==> src/hdl/psrr_pkg.sv <==
`timescale 1ns / 1ps
// ----------------------------------------------------------------------------
// psrr_pkg
// Shared types and constants of the pad script replay recorder.
// ----------------------------------------------------------------------------
package psrr_pkg;

    localparam int IN_TDATA_W  = 168;
    localparam int OUT_TDATA_W = 160;
    localparam int KIND_W      = 2;
    localparam int REG_IDX_W   = 1;
    localparam int ENTRY_W     = 97;

    typedef enum logic [KIND_W-1:0] {
        KIND_LOAD   = 2'd0,
        KIND_FRAME  = 2'd1,
        KIND_FINISH = 2'd2
    } t_kind;

    localparam logic [REG_IDX_W-1:0] REG_REPLAY_ENABLE = 1'b0;
    localparam logic [REG_IDX_W-1:0] REG_RECORD_ENABLE = 1'b1;

    typedef enum logic [2:0] {
        S_IDLE,
        S_SCAN,
        S_SETTLE,
        S_FRAME_OUT,
        S_FLUSH_OUT
    } t_state;

    typedef struct packed {
        logic [31:0]        frame;
        logic [31:0]        entry_first;
        logic [31:0]        entry_last;
        logic [15:0]        entry_buttons;
        logic               entry_has_stick;
        logic signed [7:0]  entry_x;
        logic signed [7:0]  entry_y;
        logic [15:0]        live_buttons;
        logic signed [7:0]  live_x;
        logic signed [7:0]  live_y;
    } t_item;

    typedef struct packed {
        logic capture;
        logic store;
        logic scan_read;
        logic frame_out;
        logic flush_out;
    } t_cmd;

    typedef struct packed {
        logic replay_en;
        logic count_zero;
        logic count_full;
        logic scan_last;
        logic out_free;
    } t_status;

endpackage

==> src/hdl/psrr_ctrl.sv <==
`timescale 1ns / 1ps
// ----------------------------------------------------------------------------
// psrr_ctrl
// Sequencer: accepts items, walks the entry table on replayed frames and
// hands results to the output register.
// ----------------------------------------------------------------------------
module psrr_ctrl
    import psrr_pkg::*;
(
    input  logic                i_clk,
    input  logic                i_rst_n,
    input  logic                i_s_tvalid,
    input  logic [KIND_W-1:0]   i_kind,
    output logic                o_s_tready,
    input  t_status             i_status,
    output t_cmd                o_cmd
);

    t_state r_state;
    t_state n_state;
    logic   w_accept;

    always_ff @(posedge i_clk) begin
        if (!i_rst_n) begin
            r_state <= S_IDLE;
        end else begin
            r_state <= n_state;
        end
    end

    assign w_accept = i_s_tvalid && (r_state == S_IDLE);

    always_comb begin
        n_state    = r_state;
        o_cmd      = '0;
        o_s_tready = 1'b0;
        case (r_state)
            S_IDLE: begin
                o_s_tready = 1'b1;
                if (w_accept) begin
                    o_cmd.capture = 1'b1;
                    case (i_kind)
                        KIND_LOAD: begin
                            o_cmd.store = !i_status.count_full;
                        end
                        KIND_FRAME: begin
                            if (i_status.replay_en && !i_status.count_zero) begin
                                n_state = S_SCAN;
                            end else begin
                                n_state = S_FRAME_OUT;
                            end
                        end
                        KIND_FINISH: begin
                            n_state = S_FLUSH_OUT;
                        end
                        default: begin
                            n_state = S_IDLE;
                        end
                    endcase
                end
            end
            S_SCAN: begin
                o_cmd.scan_read = 1'b1;
                if (i_status.scan_last) begin
                    n_state = S_SETTLE;
                end
            end
            S_SETTLE: begin
                // last read word is folded in during this cycle
                n_state = S_FRAME_OUT;
            end
            S_FRAME_OUT: begin
                if (i_status.out_free) begin
                    o_cmd.frame_out = 1'b1;
                    n_state         = S_IDLE;
                end
            end
            S_FLUSH_OUT: begin
                if (i_status.out_free) begin
                    o_cmd.flush_out = 1'b1;
                    n_state         = S_IDLE;
                end
            end
            default: begin
                n_state = S_IDLE;
            end
        endcase
    end

    a_scan_needs_entries: assert property (@(posedge i_clk) disable iff (!i_rst_n)
        (r_state == S_SCAN) |-> !i_status.count_zero)
        else $error("table scan with empty table");

    a_result_needs_slot: assert property (@(posedge i_clk) disable iff (!i_rst_n)
        (o_cmd.frame_out || o_cmd.flush_out) |-> i_status.out_free)
        else $error("result loaded into occupied output register");

    a_settle_follows_scan: assert property (@(posedge i_clk) disable iff (!i_rst_n)
        (r_state == S_SETTLE) |-> $past(r_state == S_SCAN))
        else $error("settle cycle without preceding scan");

endmodule

==> config.mk <==
export PLATFORM = sky130hd
export DESIGN_NAME = psrr_ctrl
export DESIGN_NICKNAME = d
export VERILOG_FILES = /design/src/hdl/psrr_pkg.sv /design/src/hdl/psrr_ctrl.sv
export SDC_FILE = /design/constraint.sdc
export NUM_CORES = 1
export LEC_CHECK = 0
export ABC_AREA = 1
export BUFFER_PORTS_ARGS = -buffer_cell sky130_fd_sc_hd__buf_2
export CAP_MARGIN = 20
export CELL_PAD_IN_SITES_DETAIL_PLACEMENT = 2
export CELL_PAD_IN_SITES_GLOBAL_PLACEMENT = 2
export CORE_MARGIN = 3
export CORE_UTILIZATION = 22
export DETAILED_ROUTE_END_ITERATION = 10
export GPL_TIMING_DRIVEN = 0
export MAX_ROUTING_LAYER = met4
export PLACE_DENSITY = 0.73
export SYNTH_ARGS = -nofsm -noshare
export SYNTH_HDL_FRONTEND = slang
export SYNTH_SLANG_ARGS = --single-unit
==> constraint.sdc <==
create_clock -name i_clk -period 2.5 [get_ports i_clk]
set_clock_uncertainty 0.1 [all_clocks]
set_input_delay 0.125 -clock i_clk [delete_from_list [all_inputs] [get_ports i_clk]]
set_output_delay 0.125 -clock i_clk [all_outputs]
set_load 0.01 [all_outputs]
==> results of run 1 <==
metal layers:
layer / up-vias / wire length (µm) / track usage [%]
li1: 193 / - / -
met1: 186 / 404 / 13.9
met2: 11 / 553 / 21.2
met3: 2 / 67 / 5.18
met4: 0 / 22 / 8.77
met5: - / 0 / -
cells in the final DEF, fill, tap and decap left out:
master,count
buf_2,15
inv_1,10
nand2_1,9
nor2_1,6
nor2_2,4
nor3_1,3
ha_1,3
clkbuf_4,3
dfxtp_1,3
inv_2,2
nor4_1,2
nand2_2,1
o21ai_0,1
nand3_2,1
nand2_8,1
nand2_4,1
nand4_1,1
nand3_4,1
nand3_1,1
a21oi_1,1
clkbuf_1,1
power by group through the flow:
stage                     combinational [mW]  sequential (mW)  clock, mW
after floorplan                        0.178           0.0858          0
after global placement                 0.237           0.0946          0
after detailed placement               0.244           0.0951          0
after CTS                              0.245           0.0944     0.0996
after global routing                   0.274           0.0993      0.103
final                                  0.238           0.0935     0.0934
layout make-up:
class                           instances  area, µm²  share of cell area, %
Timing Repair Buffer                   15       75.1                   16.4
Clock buffer                            4       26.3                   5.74
Inverter                               12       45.0                   9.84
Multi-Input combinational cell         36        233                   50.8
Tap cell                               15       18.8                   4.10
Sequential cell                         3       60.1                   13.1
cell families (layout without fill, tap and decap cells):
logic type | Yosys count | after routing | synth area share (%)
and+or+nand+nor | 31 | 31 | 54.8
DFF | 3 | 3 | 17.8
AOI/OAI and AO/OA | 2 | 2 | 2.96
adders and majority gates | 3 | 3 | 11.1
buffers and inverters | 12 | 31 | 13.3
worst max-delay path: cells and delay by family (launching register included):
| family | cells | cell delay [ns] |
|---|---|---|
| buffers and inverters | 1 | 0.19 |
| AND/OR/NAND/NOR | 3 | 0.45 |
| flip-flops | 1 | 0.37 |
final timing paths:
path	from	end	slack (ns)	cells after the start
worst min register to register	r_state[0]$_SDFFE_PN0P_	r_state[0]$_SDFFE_PN0P_	0.57	4
worst min-delay path	i_rst_n	r_state[0]$_SDFFE_PN0P_	0.04	3
worst max-delay path	r_state[1]$_SDFFE_PN0P_	o_cmd[3]	1.02	4
worst max register to register	r_state[1]$_SDFFE_PN0P_	r_state[1]$_SDFFE_PN0P_	1.23	7
==> metrics.log, run 1 <==
INFO  metric die-area = 2040 µm²
INFO  metric critPathMaxStageDelay = 0.37 ns
INFO  metric synth-edff-count = 0
INFO  metric synthesis.instances = 51
INFO  metric layout_worst_path_cycle_share = 59.3%
INFO  metric final.min_clock_period = 1.48 ns
INFO  metric combined_global_route_utilization_of_all_metal_layers = 13.5%
INFO  metric combinationalPowerShare = 56.0%
INFO  metric detail_route.iter0.violations = 3
INFO  metric critical_path.cell_chain = nor2_2, nand2_2, nor4_1, buf_2
INFO  metric nFillCells = 183
INFO  metric grt_first_pass_wirelength = 1810 µm
INFO  metric clock_tree_from_tritoncts = done
INFO  metric finalMaxSlewViolations = 0
INFO  metric pre_cts_setup_slack = 1.21 ns
INFO  metric setup_tns = 0 ns
INFO  metric cts.clk_slew.worst_paths = 0.04 ns
INFO  metric synth.distinct_cells = 18
INFO  metric hold_path_class = in2reg
INFO  metric max_ffs_per_register = 3
INFO  metric setup_violations = 0
INFO  metric layout_area_overhead = 35.6%
INFO  metric finalNonFillerCells = 85
INFO  metric postSynthRegisterBits = 3
INFO  metric syn-mean-instance-area = 6.62 µm²
INFO  metric global_route.overflow_total = 0
INFO  metric asyncSetResetFlopFracSynth = 0%
INFO  metric num_cts_buffers = 3
INFO  metric grt_antenna_before_repair = 0
INFO  metric largest-register = r_state
INFO  metric fp.coreArea = 1370 µm²
INFO  metric timing.max_slew.rel_slack = 82.6%
INFO  metric ir_worst_vdd = 0.202 mV
INFO  metric cts-root-to-sink-buffers = 2
INFO  metric netSwitchingFraction = 49.6%
INFO  metric finalHoldViolations = 0
INFO  metric setup_repair_after_global_routing_missed_its_margin = false
INFO  metric synth.top_cells.by_count = inv_1 (10), nand2_1 (9), nor2_1 (6)
INFO  metric timing_worst_slew_pin_value = 0.261 ns
INFO  metric maxCapViolations = 0
INFO  metric cts_resized = 0
INFO  metric critPathArrivalTime = 1.26 ns
INFO  metric yosysTopAreaCellShare = 17.8%
INFO  metric postLayoutCoreUtil = 33.5%
INFO  metric worstSetupEndpointType = primary output
INFO  metric synth_sequential_area_ratio = 17.8%
INFO  metric io_buffer_count = 15
INFO  metric power-per-cell-area = 928 nW/µm²
INFO  metric num-nets-final = 84
INFO  metric yosys_most_used_dff = dfxtp_1
INFO  metric wl_per_cell = 12.3 µm
INFO  metric cts_root_buf = clkbuf_4
INFO  metric internal-power = 0.214 mW
INFO  metric initial_utilization = 24.7%
INFO  metric cts_num_sinks = 3
INFO  metric fraction_of_layout_cells_with_a_size_suffix_above_1 = 41.4%
INFO  metric power.clock.fraction = 22.0%
INFO  metric synthesis.nets = 64
INFO  metric setup.worst_path.class = reg2out
INFO  metric crit_path_start_kind = flip-flop
INFO  metric placedInstanceArea = 432 µm²
INFO  metric vias = 392
INFO  metric post-place-cells = 81
INFO  metric routed_via_density = 4.61
INFO  metric antenna_cells_inserted = 0
INFO  metric timing.critical_path.required = 2.28 ns
INFO  metric hpwl_after_dpl = 864 µm
INFO  metric synthMostInstantiatedCell = inv_1
INFO  metric share_seq_of_total_power = 22.0%
INFO  metric post-route-worst-setup-slack = 1.02 ns
INFO  metric grt_pass1_vias = 405
INFO  metric grt_start_max_net_pins = 8
INFO  metric p_total = 0.425 mW
INFO  metric wire_length_reported_by_the_detailed_router = 1050 µm
INFO  metric mappedNetlistArea = 338 µm²
INFO  metric post-cts-setup-buffers = 0
INFO  metric power.leakage = 0.259 nW
INFO  metric antenna_viol_nets_final = 0
INFO  metric die-height = 45.2 µm
INFO  metric stdcell_area = 458 µm²
INFO  metric clk-insertion-delay-late = 0.25 ns
INFO  metric whs = 0.0402 ns
INFO  metric post_route_drc_violation_count = 0
INFO  metric cp_max_fo = 7
INFO  metric routabilityCongestion = 0.670
INFO  metric synth-warning-count = 0
INFO  metric cts_max_level = 1
INFO  metric max_clock_freq = 675 MHz
INFO  metric cp_slowest_cell = dfxtp_1
INFO  metric num_io_pins = 16
INFO  metric synth_area_leaders = dfxtp_1 (18%), ha_1 (11%), inv_1 (11%)
INFO  metric fp-row-count = 13
INFO  metric yosys.area.top_type = dfxtp_1
INFO  metric count_of_hold_fix_buffers_inserted_at_cts = 0
INFO  metric firstDrtPassIters = 2
INFO  metric biggestRegsByFlops = r_state: 3 flops
INFO  metric die_boundary_width = 45.2 µm
INFO  metric total_switching_power = 0.211 mW
INFO  metric outcome = completed
Power figures use the tool's default switching activity.
==> run 2: changes to the inputs <==
--- a/config.mk
+++ b/config.mk
@@ -5,7 +5,7 @@
 export SDC_FILE = /design/constraint.sdc
 export NUM_CORES = 1
 export LEC_CHECK = 0
-export ABC_AREA = 1
+export ABC_AREA = 0
 export BUFFER_PORTS_ARGS = -buffer_cell sky130_fd_sc_hd__buf_2
 export CAP_MARGIN = 20
 export CELL_PAD_IN_SITES_DETAIL_PLACEMENT = 2
@@ -15,7 +15,7 @@
 export DETAILED_ROUTE_END_ITERATION = 10
 export GPL_TIMING_DRIVEN = 0
 export MAX_ROUTING_LAYER = met4
-export PLACE_DENSITY = 0.73
+export PLACE_DENSITY = 0.68
 export SYNTH_ARGS = -nofsm -noshare
 export SYNTH_HDL_FRONTEND = slang
 export SYNTH_SLANG_ARGS = --single-unit
==> constraint.sdc (replaced) <==
create_clock -name i_clk -period 1.5 [get_ports i_clk]
set_clock_uncertainty 0.1 [all_clocks]
set_input_delay 0.075 -clock i_clk [delete_from_list [all_inputs] [get_ports i_clk]]
set_output_delay 0.075 -clock i_clk [all_outputs]
set_load 0.01 [all_outputs]
==> run 2 against run 1 <==
Hold slack improved by 0.019 ns; clock-buffer cell count unchanged; largest power group is now the clock network; synthesized cell count fell by 33%; cell area is 5.5% higher; die area down 6.1%; critical path depth increased by 1.
==> metrics.log, run 2 <==
INFO  metric yosysTopAreaCellShare = 19.1% (+1.3 points)
INFO  metric maxCapViolations = 0 (unchanged)
INFO  metric cp_slowest_cell = dfxtp_1
INFO  metric mappedNetlistArea = 314 µm² (-7.0%)
INFO  metric setup_repair_after_global_routing_missed_its_margin = true
INFO  metric synth-edff-count = 0 (unchanged)
INFO  metric detail_route.iter0.violations = 0 (-3)
INFO  metric power.leakage = 0.248 nW (-4.3%)
INFO  metric die_boundary_width = 43.8 µm (-3.1%)
INFO  metric critPathArrivalTime = 1.28 ns (+0.02 ns)
INFO  metric io_buffer_count = 15 (unchanged)
INFO  metric r2r_end = r_state[1]$_SDFFE_PN0P_
INFO  metric layout_worst_path_cycle_share = 97.2%
INFO  metric synthesis.instances = 34 (-33%)
INFO  metric wl_per_cell = 13.0 µm (+5.8%)
INFO  metric syn-mean-instance-area = 9.24 µm² (+39%)
INFO  metric setup.worst_path.class = reg2out
INFO  metric synthMostInstantiatedCell = nor2_1
INFO  metric synth_area_leaders = dfxtp_1 (19%), ha_1 (12%), buf_6 (7.2%)
INFO  metric largest-register = r_state
INFO  metric outcome = completed
INFO  metric layout_area_overhead = 53.8%
INFO  metric grt_start_max_net_pins = 10 (+2)
INFO  metric worstSetupEndpointType = primary output
INFO  metric cp_max_fo = 6 (-1)
INFO  metric timing.critical_path.required = 1.32 ns (-0.96 ns)
INFO  metric synthesis.nets = 47 (-27%)
INFO  metric finalHoldViolations = 0 (unchanged)
INFO  metric layout.cells.most_common = buf_2
INFO  metric reg2reg_from = r_state[1]$_SDFFE_PN0P_
INFO  metric antenna_viol_nets_final = 0 (unchanged)
INFO  metric crit_path_start_kind = flip-flop
INFO  metric yosys.area.top_type = dfxtp_1
INFO  metric synth_sequential_area_ratio = 19.1% (+1.3 points)
INFO  metric num_cts_buffers = 3 (unchanged)
INFO  metric die-height = 43.8 µm (-3.1%)
INFO  metric critPathMaxStageDelay = 0.30 ns (-0.07 ns)
INFO  metric most-common-layout-cells = buf_2 (15), nor2_1 (5), buf_4 (5)
INFO  metric cts_num_sinks = 3 (unchanged)
INFO  metric num-nets-final = 73 (-13%)
INFO  metric finalMaxSlewViolations = 0 (unchanged)
INFO  metric vias = 351 (-10%)
INFO  metric cts-root-to-sink-buffers = 2 (unchanged)
INFO  metric hold_path_class = in2reg
INFO  metric synth.top_cells.by_count = nor2_1 (5), dfxtp_1 (3), ha_1 (3)
INFO  metric fp-row-count = 12 (-1)
INFO  metric ir_worst_vdd = 0.148 mV (-27%)
INFO  metric ff2ff_path_depth = 5 (-2)
INFO  metric placedInstanceArea = 407 µm² (-5.8%)
INFO  metric yosys_most_used_dff = dfxtp_1
INFO  metric initial_utilization = 25.8% (+1.1 points)
INFO  metric timing_worst_slew_pin_value = 0.321 ns (+0.0601 ns)
INFO  metric crit_end = o_cmd[3]
INFO  metric antenna_cells_inserted = 0 (unchanged)
INFO  metric cts_root_buf = clkbuf_4
INFO  metric grt_first_pass_wirelength = 1580 µm (-13%)
INFO  metric stdcell_area = 483 µm² (+5.5%)
INFO  metric synth-warning-count = 0 (unchanged)
INFO  metric grt_antenna_before_repair = 0 (unchanged)
INFO  metric clock_tree_from_tritoncts = done
INFO  metric timing.max_slew.rel_slack = 78.4% (-4.1 points)
INFO  metric asyncSetResetFlopFracSynth = 0% (unchanged)
INFO  metric setup_violations = 0 (unchanged)
INFO  metric final.min_clock_period = 1.46 ns
INFO  metric postSynthRegisterBits = 3 (unchanged)
INFO  metric power-per-cell-area = 701 nW/µm² (-25%)
INFO  metric whs_path_depth = 3 (unchanged)
INFO  metric combined_global_route_utilization_of_all_metal_layers = 11.8% (-1.7 points)
INFO  metric worst-r2r-setup-slack = 0.26 ns (-0.97 ns)
INFO  metric cts.clk_slew.worst_paths = 0.04 ns (about the same)
INFO  metric worst_setup_path_startpoint = r_state[1]$_SDFFE_PN0P_
INFO  metric p_total = 0.338 mW (-20%)
INFO  metric cts_max_level = 1 (unchanged)
INFO  metric post_route_drc_violation_count = 0 (unchanged)
INFO  metric max_ffs_per_register = 3 (unchanged)
INFO  metric fraction_of_layout_cells_with_a_size_suffix_above_1 = 52.5% (+11 points)
INFO  metric postLayoutCoreUtil = 39.7% (+6.2 points)
INFO  metric biggestRegsByFlops = r_state: 3 flops
INFO  metric die-area = 1920 µm² (-6.1%)
INFO  metric clk-insertion-delay-late = 0.24 ns (about the same)
INFO  metric routabilityCongestion = 0.642 (-4.2%)
INFO  metric fp.coreArea = 1220 µm² (-11%)
INFO  metric global_route.overflow_total = 0 (unchanged)
INFO  metric routed_via_density = 4.81 (+4.3%)
INFO  metric num_io_pins = 16 (unchanged)
INFO  metric critical_path.cell_chain = buf_6, nor3_4, and2_4, and3b_1, buf_2
INFO  metric max_clock_freq = 686 MHz
INFO  metric synth.distinct_cells = 21 (+3)
INFO  metric grt_pass1_vias = 365 (-9.9%)
INFO  metric firstDrtPassIters = 1 (-1)
INFO  metric wire_length_reported_by_the_detailed_router = 952 µm (-9.2%)
## run 2: cell types whose count changed after synthesis, moves of 3 or more
cell     before  now
nand2_1       9    1
nor3_1        3    0
inv_1        10    2
nor2_2        4    0
## run 2: repair_timing
item / 4_1_cts / 5_1_grt
setup buffers: 0 / 5
gates resized for setup: 1 / 0
pin swaps: 1 / 2
hold buffers: 1 / 0
endpoints found under the hold margin: 1 / 0
setup endpoints to repair: 1 / 1
## run 2: area by class of cell
type                    count  area [µm²]
inverters                   2        7.51
fillers                   145         733
well taps                  14        17.5
plain buffers               2        22.5
repair buffers             21         123
clock buffers               4        26.3
flip-flops and latches      3        60.1
multi-input cells          27         226
## run 2: critical path, delay by kind of cell, from the launching register on
kind	cells	cell delay, ns
buffers and inverters	2	0.26
and+or+nand+nor	3	0.49
DFF	1	0.30
## run 2: how the worst min path moves through the flow
stage | start | slack [ns] | to
2_1_floorplan | i_status[0] | 0.1 | r_state[1]$_SDFFE_PN0P_
3_3_place_gp | i_status[0] | 0.24 | r_state[1]$_SDFFE_PN0P_
3_5_place_dp | i_status[0] | 0.25 | r_state[1]$_SDFFE_PN0P_
4_1_cts | i_rst_n | 0.05 | r_state[2]$_SDFFE_PN0P_
5_1_grt | i_rst_n | 0.08 | r_state[2]$_SDFFE_PN0P_
6_report | i_rst_n | 0.06 | r_state[2]$_SDFFE_PN0P_
## run 2: through the flow
stage          std cells  setup WS (ns)  setup TNS (ns)  hold WS (ns)
3_3_place_gp          63          0.312               0         0.244
3_5_place_dp          63          0.261               0         0.246
6_report              73         0.0418               0        0.0589
4_1_cts               68        0.00135               0        0.0469
2_1_floorplan         34          0.265               0        0.0990
5_1_grt               73        -0.0302         -0.0302        0.0789
## run 2: cell families after synthesis
| logic type | after synthesis | share of synthesized area, % |
|---|---|---|
| DFF | 3 | 19.1 |
| AOI/OAI and AO/OA | 6 | 17.1 |
| buffers and inverters | 4 | 9.56 |
| adders and majority gates | 3 | 12.0 |
| and+or+nand+nor | 18 | 42.2 |
## run 2: where the power goes
group	leakage, nW	switching, mW	internal (mW)	total, mW
Combinational	0.208	0.0485	0.0560	0.105
Sequential	0.0244	0.00359	0.0842	0.0878
Clock	0.0150	0.0460	0.100	0.146
Total	0.248	0.0981	0.240	0.338
## run 2: routing by layer
layer / share of wire (%) / wire length, µm / GRT usage, %
met5: 0 / 0 / -
met4: 0.84 / 8 / 10.8
met3: 6.9 / 66 / 2.49
met2: 51 / 483 / 18.0
met1: 41 / 394 / 12.6
